## src/sv/tiep_pkg.sv

```systemverilog
// ----------------------------------------------------------------------------
// tiep_pkg
// shared types, constants and helper functions for the image file directory
// entry parser core and its checker
// ----------------------------------------------------------------------------
package tiep_pkg;

    // configuration register indexes
    localparam int CFG_IDX_W = 1;
    localparam logic [CFG_IDX_W-1:0] CFG_BIG_ENDIAN = 1'b0;
    localparam logic [CFG_IDX_W-1:0] CFG_DIR_OFFSET = 1'b1;
    localparam int CFG_DATA_W = 32;

    // directory layout in bytes
    localparam int COUNT_BYTES = 2;
    localparam int ENTRY_BYTES = 12;
    localparam int NEXT_BYTES  = 4;
    localparam int POS_W       = 4;

    // result kinds
    localparam logic KIND_ENTRY   = 1'b0;
    localparam logic KIND_TRAILER = 1'b1;

    // parse phase
    typedef enum logic [1:0] {
        PH_COUNT = 2'd0,
        PH_ENTRY = 2'd1,
        PH_NEXT  = 2'd2
    } phase_t;

    // input beat
    typedef struct packed {
        logic [7:0] data_byte;
        logic       restart;
    } in_t;

    // result beat
    typedef struct packed {
        logic        kind;
        logic [15:0] entry_index;
        logic [15:0] tag;
        logic [15:0] format_type;
        logic [31:0] value_count;
        logic [31:0] value_word;
        logic [34:0] byte_size;
        logic        inline_flag;
        logic [31:0] next_offset;
        logic [31:0] base_offset;
        logic [19:0] dir_bytes;
    } out_t;

    // component size in bytes of a format code, zero for unknown codes
    function automatic logic [3:0] fmt_size(input logic [15:0] code);
        logic [3:0] sz;
        sz = 4'd0;
        unique case (code)
            16'd1, 16'd2, 16'd6, 16'd7: sz = 4'd1;
            16'd3, 16'd8:               sz = 4'd2;
            16'd4, 16'd9, 16'd11:       sz = 4'd4;
            16'd5, 16'd10, 16'd12:      sz = 4'd8;
            default:                    sz = 4'd0;
        endcase
        return sz;
    endfunction

    // 16-bit word from two bytes in stream order
    function automatic logic [15:0] word16(input logic [7:0] b0, input logic [7:0] b1,
                                           input logic be);
        return be ? {b0, b1} : {b1, b0};
    endfunction

    // 32-bit word from four bytes in stream order
    function automatic logic [31:0] word32(input logic [7:0] b0, input logic [7:0] b1,
                                           input logic [7:0] b2, input logic [7:0] b3,
                                           input logic be);
        return be ? {b0, b1, b2, b3} : {b3, b2, b1, b0};
    endfunction

endpackage

```

## src/sv/tiff_ifd_entry_parser_core.sv

```systemverilog
// ----------------------------------------------------------------------------
// tiff_ifd_entry_parser_core
// byte-serial parser for one image file directory: entry records and trailer
// ----------------------------------------------------------------------------
// Usage:
//   in_valid/in_stall/in_data carry one directory byte per beat, plus a
//   restart flag that drops any partial parse and starts a new count.
//   out_valid/out_stall/out_data carry at most one result per input beat:
//   an entry record on the last byte of each 12-byte entry, a trailer on the
//   last byte of the 4-byte next pointer.
//   cfg_we/cfg_index/cfg_data write the byte order and the known directory
//   offset; write them only while the block is idle.
// Timing:
//   one byte is taken every cycle while in_stall is low; a result is registered
//   in the result register, or in the skid stage behind a stalled one. All parsing
//   is one combinational pass between the parse state registers and the result register.
// Reset:
//   byte order little-endian, directory offset 0, parser in count phase,
//   result register and skid stage empty.
// Stall:
//   a stalled result holds on out_data; one more result is caught in a skid
//   stage, and in_stall is raised while that stage is full.
// ----------------------------------------------------------------------------
module tiff_ifd_entry_parser_core (
    input  logic                                clk,
    input  logic                                rst_n,
    input  logic                                in_valid,
    output logic                                in_stall,
    input  tiep_pkg::in_t                       in_data,
    output logic                                out_valid,
    input  logic                                out_stall,
    output tiep_pkg::out_t                      out_data,
    input  logic                                cfg_we,
    input  logic [tiep_pkg::CFG_IDX_W-1:0]      cfg_index,
    input  logic [tiep_pkg::CFG_DATA_W-1:0]     cfg_data
);

    // configuration registers
    logic        be_reg;
    logic [31:0] dir_offset_reg;

    // parse state
    tiep_pkg::phase_t                phase_reg, phase_next, phase_eff;
    logic [tiep_pkg::POS_W-1:0]      pos_reg, pos_next, pos_eff;
    logic [15:0]                     total_reg, total_next;
    logic [15:0]                     done_reg, done_next;
    logic [31:0]                     min_reg, min_next;
    logic                            have_min_reg, have_min_next;
    logic [7:0]                      field_reg [tiep_pkg::ENTRY_BYTES];
    logic [7:0]                      cur      [tiep_pkg::ENTRY_BYTES];

    // result path
    tiep_pkg::out_t                  res;
    logic                            emit;
    logic                            accept;
    logic                            last_byte;
    logic                            out_valid_reg, out_valid_next;
    tiep_pkg::out_t                  out_data_reg, out_data_next;
    logic                            skid_valid_reg, skid_valid_next;
    tiep_pkg::out_t                  skid_data_reg, skid_data_next;

    // decoded words
    logic [15:0] count_word;
    logic [15:0] tag_word;
    logic [15:0] type_word;
    logic [31:0] cnt_word;
    logic [31:0] val_word;
    logic [31:0] next_word;
    logic [3:0]  fsz;
    logic [34:0] size;
    logic [15:0] done_inc;
    logic [19:0] dbytes;
    logic [31:0] base;

    assign accept    = in_valid && !in_stall;
    assign phase_eff = in_data.restart ? tiep_pkg::PH_COUNT : phase_reg;
    assign pos_eff   = in_data.restart ? '0 : pos_reg;

    // stored bytes with the incoming byte placed at its position
    always_comb
    begin
        for (int i = 0; i < tiep_pkg::ENTRY_BYTES; i++)
        begin
            cur[i] = (pos_eff == tiep_pkg::POS_W'(i)) ? in_data.data_byte : field_reg[i];
        end
    end

    // word assembly in the byte order in force now
    assign count_word = tiep_pkg::word16(cur[0], cur[1], be_reg);
    assign tag_word   = tiep_pkg::word16(cur[0], cur[1], be_reg);
    assign type_word  = tiep_pkg::word16(cur[2], cur[3], be_reg);
    assign cnt_word   = tiep_pkg::word32(cur[4], cur[5], cur[6], cur[7], be_reg);
    assign val_word   = tiep_pkg::word32(cur[8], cur[9], cur[10], cur[11], be_reg);
    assign next_word  = tiep_pkg::word32(cur[0], cur[1], cur[2], cur[3], be_reg);
    assign fsz        = tiep_pkg::fmt_size(type_word);
    assign done_inc   = done_reg + 16'd1;

    // byte size is the count shifted by the log of the component size
    always_comb
    begin
        unique case (fsz)
            4'd1:    size = {3'b000, cnt_word};
            4'd2:    size = {2'b00, cnt_word, 1'b0};
            4'd4:    size = {1'b0, cnt_word, 2'b00};
            4'd8:    size = {cnt_word, 3'b000};
            default: size = '0;
        endcase
    end

    // directory size and offset guess
    assign dbytes = 20'd6 + {1'b0, total_reg, 3'b000} + {2'b00, total_reg, 2'b00};
    always_comb
    begin
        priority if (dir_offset_reg != 32'd0)
            base = dir_offset_reg;
        else if (have_min_reg)
            base = min_reg - {12'd0, dbytes};
        else
            base = 32'd0;
    end

    // last byte of the current field group
    always_comb
    begin
        unique case (phase_eff)
            tiep_pkg::PH_COUNT: last_byte = (pos_eff == tiep_pkg::POS_W'(tiep_pkg::COUNT_BYTES - 1));
            tiep_pkg::PH_ENTRY: last_byte = (pos_eff == tiep_pkg::POS_W'(tiep_pkg::ENTRY_BYTES - 1));
            tiep_pkg::PH_NEXT:  last_byte = (pos_eff == tiep_pkg::POS_W'(tiep_pkg::NEXT_BYTES - 1));
            default:            last_byte = 1'b0;
        endcase
    end

    // next phase
    always_comb
    begin
        phase_next = phase_reg;
        if (accept)
        begin
            phase_next = phase_eff;
            unique case (phase_eff)
                tiep_pkg::PH_COUNT:
                begin
                    if (last_byte)
                        phase_next = (count_word == 16'd0) ? tiep_pkg::PH_NEXT
                                                           : tiep_pkg::PH_ENTRY;
                end
                tiep_pkg::PH_ENTRY:
                begin
                    if (last_byte && done_inc >= total_reg)
                        phase_next = tiep_pkg::PH_NEXT;
                end
                tiep_pkg::PH_NEXT:
                begin
                    if (last_byte)
                        phase_next = tiep_pkg::PH_COUNT;
                end
                default: phase_next = tiep_pkg::PH_COUNT;
            endcase
        end
    end

    // counters, running minimum and result
    always_comb
    begin
        pos_next      = pos_reg;
        total_next    = total_reg;
        done_next     = done_reg;
        min_next      = min_reg;
        have_min_next = have_min_reg;
        emit          = 1'b0;
        res           = '0;
        if (accept)
        begin
            pos_next = last_byte ? '0 : pos_eff + tiep_pkg::POS_W'(1);
            if (in_data.restart)
            begin
                min_next      = 32'd0;
                have_min_next = 1'b0;
            end
            unique case (phase_eff)
                tiep_pkg::PH_COUNT:
                begin
                    if (last_byte)
                    begin
                        total_next = count_word;
                        done_next  = 16'd0;
                    end
                end
                tiep_pkg::PH_ENTRY:
                begin
                    if (last_byte)
                    begin
                        emit            = 1'b1;
                        res.kind        = tiep_pkg::KIND_ENTRY;
                        res.entry_index = done_reg;
                        res.tag         = tag_word;
                        res.format_type = type_word;
                        res.value_count = cnt_word;
                        res.value_word  = val_word;
                        res.byte_size   = size;
                        res.inline_flag = (size <= 35'd4);
                        done_next       = done_inc;
                        if (size > 35'd4 && (!have_min_reg || val_word < min_reg))
                        begin
                            min_next      = val_word;
                            have_min_next = 1'b1;
                        end
                    end
                end
                tiep_pkg::PH_NEXT:
                begin
                    if (last_byte)
                    begin
                        emit            = 1'b1;
                        res.kind        = tiep_pkg::KIND_TRAILER;
                        res.entry_index = total_reg;
                        res.next_offset = next_word;
                        res.base_offset = base;
                        res.dir_bytes   = dbytes;
                        total_next      = 16'd0;
                        done_next       = 16'd0;
                        min_next        = 32'd0;
                        have_min_next   = 1'b0;
                    end
                end
                default: pos_next = '0;
            endcase
        end
    end

    // result register with skid stage
    always_comb
    begin
        out_valid_next  = out_valid_reg;
        out_data_next   = out_data_reg;
        skid_valid_next = skid_valid_reg;
        skid_data_next  = skid_data_reg;
        if (!out_valid_reg || !out_stall)
        begin
            if (skid_valid_reg)
            begin
                out_valid_next  = 1'b1;
                out_data_next   = skid_data_reg;
                skid_valid_next = 1'b0;
            end
            else
            begin
                out_valid_next = emit;
                out_data_next  = res;
            end
        end
        else if (emit)
        begin
            skid_valid_next = 1'b1;
            skid_data_next  = res;
        end
    end

    // control registers
    always_ff @(posedge clk or negedge rst_n)
    begin
        if (!rst_n)
        begin
            be_reg         <= 1'b0;
            dir_offset_reg <= 32'd0;
            phase_reg      <= tiep_pkg::PH_COUNT;
            pos_reg        <= '0;
            total_reg      <= 16'd0;
            done_reg       <= 16'd0;
            min_reg        <= 32'd0;
            have_min_reg   <= 1'b0;
            out_valid_reg  <= 1'b0;
            skid_valid_reg <= 1'b0;
        end
        else
        begin
            if (cfg_we)
            begin
                unique case (cfg_index)
                    tiep_pkg::CFG_BIG_ENDIAN: be_reg         <= cfg_data[0];
                    tiep_pkg::CFG_DIR_OFFSET: dir_offset_reg <= cfg_data;
                    default:                  be_reg         <= be_reg;
                endcase
            end
            phase_reg      <= phase_next;
            pos_reg        <= pos_next;
            total_reg      <= total_next;
            done_reg       <= done_next;
            min_reg        <= min_next;
            have_min_reg   <= have_min_next;
            out_valid_reg  <= out_valid_next;
            skid_valid_reg <= skid_valid_next;
        end
    end

    // payload registers
    always_ff @(posedge clk)
    begin
        out_data_reg  <= out_data_next;
        skid_data_reg <= skid_data_next;
        if (accept && pos_eff < tiep_pkg::POS_W'(tiep_pkg::ENTRY_BYTES))
            field_reg[pos_eff] <= in_data.data_byte;
    end

    assign in_stall  = skid_valid_reg;
    assign out_valid = out_valid_reg;
    assign out_data  = out_data_reg;

endmodule

```

## config.mk

```make
export PLATFORM = sky130hd
export DESIGN_NAME = tiff_ifd_entry_parser_core
export DESIGN_NICKNAME = d
export VERILOG_FILES = /design/src/sv/tiep_pkg.sv /design/src/sv/tiff_ifd_entry_parser_core.sv
export SDC_FILE = /design/constraint.sdc
export NUM_CORES = 1
export LEC_CHECK = 0
export BUFFER_PORTS_ARGS = -buffer_cell sky130_fd_sc_hd__clkbuf_2
export CAP_MARGIN = 20
export CORE_ASPECT_RATIO = 0.75
export CORE_UTILIZATION = 60
export CTS_BUF_LIST = sky130_fd_sc_hd__clkbuf_8
export CTS_CLUSTER_DIAMETER = 50
export CTS_CLUSTER_SIZE = 25
export DETAILED_ROUTE_END_ITERATION = 8
export PLACE_DENSITY = 0.8
export SETUP_SLACK_MARGIN = 0.4
export SYNTH_ARGS = -nofsm -noshare
export SYNTH_HDL_FRONTEND = slang
export SYNTH_SLANG_ARGS = --single-unit
```

## constraint.sdc

```tcl
create_clock -name clk -period 36.6 [get_ports clk]
set_clock_uncertainty 0.05 [all_clocks]
set_input_delay 9.15 -clock clk [delete_from_list [all_inputs] [get_ports clk]]
set_output_delay 9.15 -clock clk [all_outputs]
set_load 0.01 [all_outputs]
```

After elaboration in Yosys (flattened, before gate mapping)
Memory sizes are Yosys's and may differ from the RTL's.
Index checks and enable logic that the tools add are counted.
- register bits after elaboration: 572
- memory bits (writable): 96
- bits in read-only memories: 64
- input port bits: 47
- output and inout bits: 235
- word-level logic and storage cells: 155
- memories kept: 2
- add/sub/neg operators: 5
- magnitude comparators: 5
- equality and inequality tests: 21
- muxes and demuxes: 62
- bitwise logic cells: 2
- reduce and logical (&&, ||, !) cells: 26
- memory list (name ; words ; width ; rd ports ; clocked after memory_dff ; write ports ; line ; RTL):
    field_reg ; 12 ; 8 ; 12 ; 0 ; 1 ; tiff_ifd_entry_parser_core.sv:49 ; logic [7:0] field_reg [tiep_pkg::ENTRY_BYTES];
    (no name shown) ; 16 ; 4 ; 1 ; 0 ; 0 ; tiep_pkg.sv:56 ; unique case (code)
- operators with widths (kind ; number):
    233-bit 2-to-1 mux ; 2
    32-bit 2-to-1 mux ; 9
    84-bit 2-to-1 mux ; 2
    148-bit 2-to-1 mux ; 1
    35-bit one-hot mux with 4 select lines ; 1
    132-bit 2-to-1 mux ; 1
    8-bit 2-to-1 mux ; 12
    16-bit 2-to-1 mux ; 5
    16-bit one-hot mux with 2 select lines ; 2
    32-bit one-hot mux with 2 select lines ; 1
    35-bit by 3-bit greater-than comparator with 1-bit output (second input constant) ; 1
    35-bit by 3-bit <= comparator with 1-bit output (second input constant) ; 1
    17-bit one-hot mux with 2 select lines ; 1
    32-bit < comparator ; 1
    32-bit nonzero test ; 1
    32-bit by 20-bit subtractor with 32-bit output ; 1
    20-bit by 18-bit adder with 20-bit output ; 1
    3-bit by 19-bit adder with 20-bit output (first input constant) ; 1
    4-bit by 3-bit equality test with 1-bit output (second input constant) ; 5
    4-bit equality test (second input constant) ; 5
    17-bit 2-to-1 mux ; 1
    16-bit by 1-bit adder with 16-bit output (second input constant) ; 1
    16-bit greater-or-equal comparator ; 1
    16-bit zero test ; 1
    26 further kinds ; 63

Longest topological paths before layout
- depth after elaboration: 13
- mapped depth: 26
- depth with buffers taken out: 23

Worst setup path before layout
OpenSTA, ideal clock, no wires.
- kind: input -> register
- start point: input out_stall
- end point: register skid_data_reg[100] (netlist bit), enable pin
- library setup time: 2.519 ns
- data arrival time: 29.554 ns
- required time: 34.031 ns
- path slack: 4.477 ns
- stages on the path: 2
- buffers on the path: 0
- cell sequence: nand2_1 nor2_1
- cells in the longest elaborated chain, start to end: 4
- ends and longest elaborated chain (element ; line ; RTL):
    start, declared ; tiff_ifd_entry_parser_core.sv:31 ; input logic out_stall,
    1-bit zero test ; tiff_ifd_entry_parser_core.sv:238 ; if (!out_valid_reg || !out_stall)
    1-bit logical OR ; tiff_ifd_entry_parser_core.sv:238 ;
    1-bit inverter (no line) ; - ;
    2-bit AND reduction (no line) ; - ;
    end signal, assigned ; tiff_ifd_entry_parser_core.sv:300 ; skid_data_reg <= skid_data_next;
    end, declared ; tiff_ifd_entry_parser_core.sv:60 ; tiep_pkg::out_t skid_data_reg, skid_data_next;
Every way passes these cells.
A chain may end at the register's enable or synchronous reset.

Worst setup path in the final report
- start point: input in_data[0] (netlist bit)
- end point: register min_reg[16]
- cells in the longest elaborated chain, start to end: 13
- elaborated cells between the ends (all ways): 47
- classes of those cells: order compare (2); eq/ne (17); mux (23); reduce/logical (4); memory (1)
- ends and longest elaborated chain (element ; line ; RTL):
    start, declared ; tiff_ifd_entry_parser_core.sv:29 ; input tiep_pkg::in_t in_data,
    4-bit 2-to-1 mux ; tiff_ifd_entry_parser_core.sv:77 ; assign pos_eff = in_data.restart ? '0 : pos_reg;
    4-bit by 2-bit equality test with 1-bit output, on equally long branches ; tiff_ifd_entry_parser_core.sv:84, tiff_ifd_entry_parser_core.sv:128 ;
    8-bit 2-to-1 mux ; tiff_ifd_entry_parser_core.sv:84 ; cur[i] = (pos_eff == tiep_pkg::POS_W'(i)) ? in_data.data_byte : field_reg[i];
    16-bit 2-to-1 mux ; tiep_pkg.sv:69 ; return be ? {b0, b1} : {b1, b0};
    memory read 16 x 4 bit / 12-bit zero test (equally long branches) ; - ;
    4-bit 2-to-1 mux ; tiep_pkg.sv:56 ;
    4-bit equality test (tied with other cells) ; tiff_ifd_entry_parser_core.sv:101 ; unique case (fsz)
    35-bit one-hot mux with 4 select lines ; tiff_ifd_entry_parser_core.sv:101 ;
    35-bit by 3-bit greater-than comparator with 1-bit output ; tiff_ifd_entry_parser_core.sv:203 ; if (size > 35'd4 && (!have_min_reg || val_word < min_reg))
    1-bit logical AND ; tiff_ifd_entry_parser_core.sv:203 ;
    32-bit 2-to-1 mux ; tiff_ifd_entry_parser_core.sv:203 ;
    32-bit 2-to-1 mux ; tiff_ifd_entry_parser_core.sv:191 ; if (last_byte)
    32-bit one-hot mux with 2 select lines (*) ; tiff_ifd_entry_parser_core.sv:180 ; unique case (phase_eff)
    end signal, assigned ; tiff_ifd_entry_parser_core.sv:289 ; min_reg <= min_next;
    end, declared ; tiff_ifd_entry_parser_core.sv:47 ; logic [31:0] min_reg, min_next;
Mark *: on every way between the ends. The rest lies on a longest branch, timed or not.

==> run metrics <==
clock root cell=clkbuf_8; first-pass GRT wire length=~140 mm; flop2flop setup slack=29.11 ns; FMAX=~62 MHz; row count=73; arrival time of the worst setup path=16.67 ns; Final min period=16.11 ns; GPL Wtd Cong=~0.95; Yosys reg bits=between 600 and 700; post-cts gate resize count=0; CP Max Fanout=32; area grow syn2layout=9.790%; DRT Pass-1 Iters=6; grt ovf=0; Longest Clk Path Bufs=3; via count=about 23k; Mapped Nets=about 2.8k; Fill cells=just under 4k; WP data required=between 30 and 40 ns; DP Worst Slack=~20 ns; Die Y=about 200 um; endpoint class of the critical path=register; Max IR drop VDD=~36 uV; H-tree depth=2; Crit Path Class=input pin to register; most frequent cells after synthesis=560 x edfxtp_1, 243 x a21o_1, 198 x nand2_1; number of setup violations in the final report=0; Antenna Violating Nets Remaining=0; core box area=between 0.05 and 0.06 mm2; P_leak=16.49 nW; Netlist Area Pre-Place=0.03249 mm2; PnR worst setup slack=20.49 ns; wire per inst=between 20 and 25 um; setup bufs post-CTS=0; Final Slew Violations=0; hold_buf cts=0; Placed Instance Area=0.03451 mm2; CTS sink cnt=666; Setup Total Neg Slack=0 ns; post-synthesis sequential area ratio=0.5993; Min-Delay Endpoint=pos_reg[1]$_DFFE_PN0P_; share of the synthesized area in the top cell type=0.5176; area leader, netlist=edfxtp_1; IO Count=282; share of cells above drive strength 1=0.1690; Die X=270.7 um; Critical Path, Cell by Cell=clkbuf_2, nand2b_1, inv_1, ha_1, or3b_1, a221oi_1, or2_2, inv_1, ha_1, nor2b_1, o21ai_0, o31a_2, or2_1, o22ai_1, or4_1, a221o_1, o41ai_2, a21oi_2, o21ai_4, a22o_1; Worst Hold Launch=pos_reg[1]$_DFFE_PN0P_; Worst Setup Start Kind=input pin; TritonCTS Buffers=between 40 and 50; Rel. slew slack=0.2465; CTS tree=done; Die ar.=between 0.05 and 0.06 mm2; Final Hold Viols=0; Ant. Diodes=0; RSZ-0062 raised after global routing=false; DP HPWL=roughly 63 mm; Routed WL=approximately 90 mm; worst slew pin tran=around 1.1 ns; CP max-delay cell=or2_1; class of the most critical hold timing path=register to register; R2R depth=18; vias in the first global route=roughly 22k; Initial Util=0.6101; Reg2Reg Capture Point=min_reg[16]$_DFFE_PN0P_; Total GRT Usage=0.3251; DRC violations left=0; 1st-iter DRT viols=approximately 2.9k; Reg-to-Reg Start=pos_reg[1]$_DFFE_PN0P_; slowest stage delay, CP=0.75 ns; NumNets Final=3,014; port bufs=between 200 and 300; Clk pin slew, worst setup/hold paths=about 0.11 ns; Synth area leaders=edfxtp_1 52%, dfrtp_1 8.2%, a21o_1 5.6%, ha_1 3.7%, mux2i_1 3.6%; Final period util=0.4402; MaxCap Viol Count=0; synthesized area per cell=around 12 um2; Skew-Pair Late Insertion Delay=roughly 0.70 ns; synth warn=0; status=finished clean; Power per Cell Area=around 52 mW/mm2; top-count cell post-synth=edfxtp_1; Synth async-reset ratio=0.1592; initial antenna violation count=4; largest net degree at the start of global routing=between 100 and 150; Synth Instances=2,657; Layout Utilization=0.6698; Worst Hold Depth=2; Avg Vias per Cell=6.466; unique cell type count in the Yosys netlist=88; Final Cell Area=~0.036 mm2; EDFF count, synth=between 500 and 600; most common flop cell mapped by yosys=edfxtp_1
worst max-delay path, delay by kind of cell:
family          cells  cell delay [ns]
simple gates        6             2.61
buf+inv             3             0.58
compound gates      9             3.39
fa+ha+maj           2             0.87
cells in the final DEF, fill, tap and decap left out, types with 31 or more instances in the layout:
master	n
inv_1	91
o21ai_0	98
xnor2_1	31
buf_4	39
a21oi_1	101
clkbuf_8	49
and2_1	70
nand2_1	197
nor2_1	187
a22o_1	53
mux2_2	44
edfxtp_1	560
clkbuf_2	280
mux2i_1	116
nor3_1	32
o22ai_1	49
a21o_1	243
ha_1	97
dfrtp_1	104
area by class of cell:
type	instances	area [um2]	share of cell area
repair buffers	323	1750	0.04908
multi-input cells	1741	12090	0.3389
clock buffers	49	674.4	0.01891
inverters	89	334.1	0.009366
flip-flops and latches	666	19480	0.5461
clock inverters	37	454.2	0.01273
well taps	712	890.9	0.02498
how the worst max path moves through the flow:
stage / from / endpoint / cells past startpoint
floorplan: out_stall / skid_data_reg[100]$_DFFE_PP_ / 2
global placement: in_data[0] / min_reg[28]$_DFFE_PN0P_ / 21
detailed placement: in_data[0] / min_reg[20]$_DFFE_PN0P_ / 20
CTS: in_data[0] / min_reg[16]$_DFFE_PN0P_ / 20
global route: in_data[0] / min_reg[13]$_DFFE_PN0P_ / 20
finish: in_data[0] / min_reg[16]$_DFFE_PN0P_ / 20
per-layer routing:
metal	vias up	GRT usage	share of wire
met3	97	0.05616	0.095
met4	4	0.05246	0.013
li1	10430	-	-
met1	11650	0.5221	0.46
met5	-	0	0.00030
met2	1207	0.4684	0.43
cell families after synthesis:
logic type / share of synthesized area
fa+ha+maj: 0.03859
other cells: 0.0001154
buf+inv: 0.03158
mux: 0.05099
compound gates: 0.1658
simple gates: 0.09956
xor+xnor: 0.01402
flops: 0.5993
report_power, final:
part / internal (mW) / total (mW) / switching (mW)
sequential: 0.844 / 0.883 / 0.0391
clock: 0.156 / 0.441 / 0.285
combinational: 0.184 / 0.529 / 0.344
through the flow:
| step | total power [mW] | std cells | hold WS, ns |
|---|---|---|---|
| floorplan | 1.240 | 2657 | 0.4082 |
| global placement | 1.390 | 3527 | 0.4294 |
| detailed placement | 1.406 | 3529 | 0.4434 |
| CTS | 1.841 | 3615 | 0.4680 |
| global route | 1.927 | 3617 | 0.4953 |
| finish | 1.853 | 3617 | 0.4727 |
Note: power is estimated with default switching activity, not from simulation.
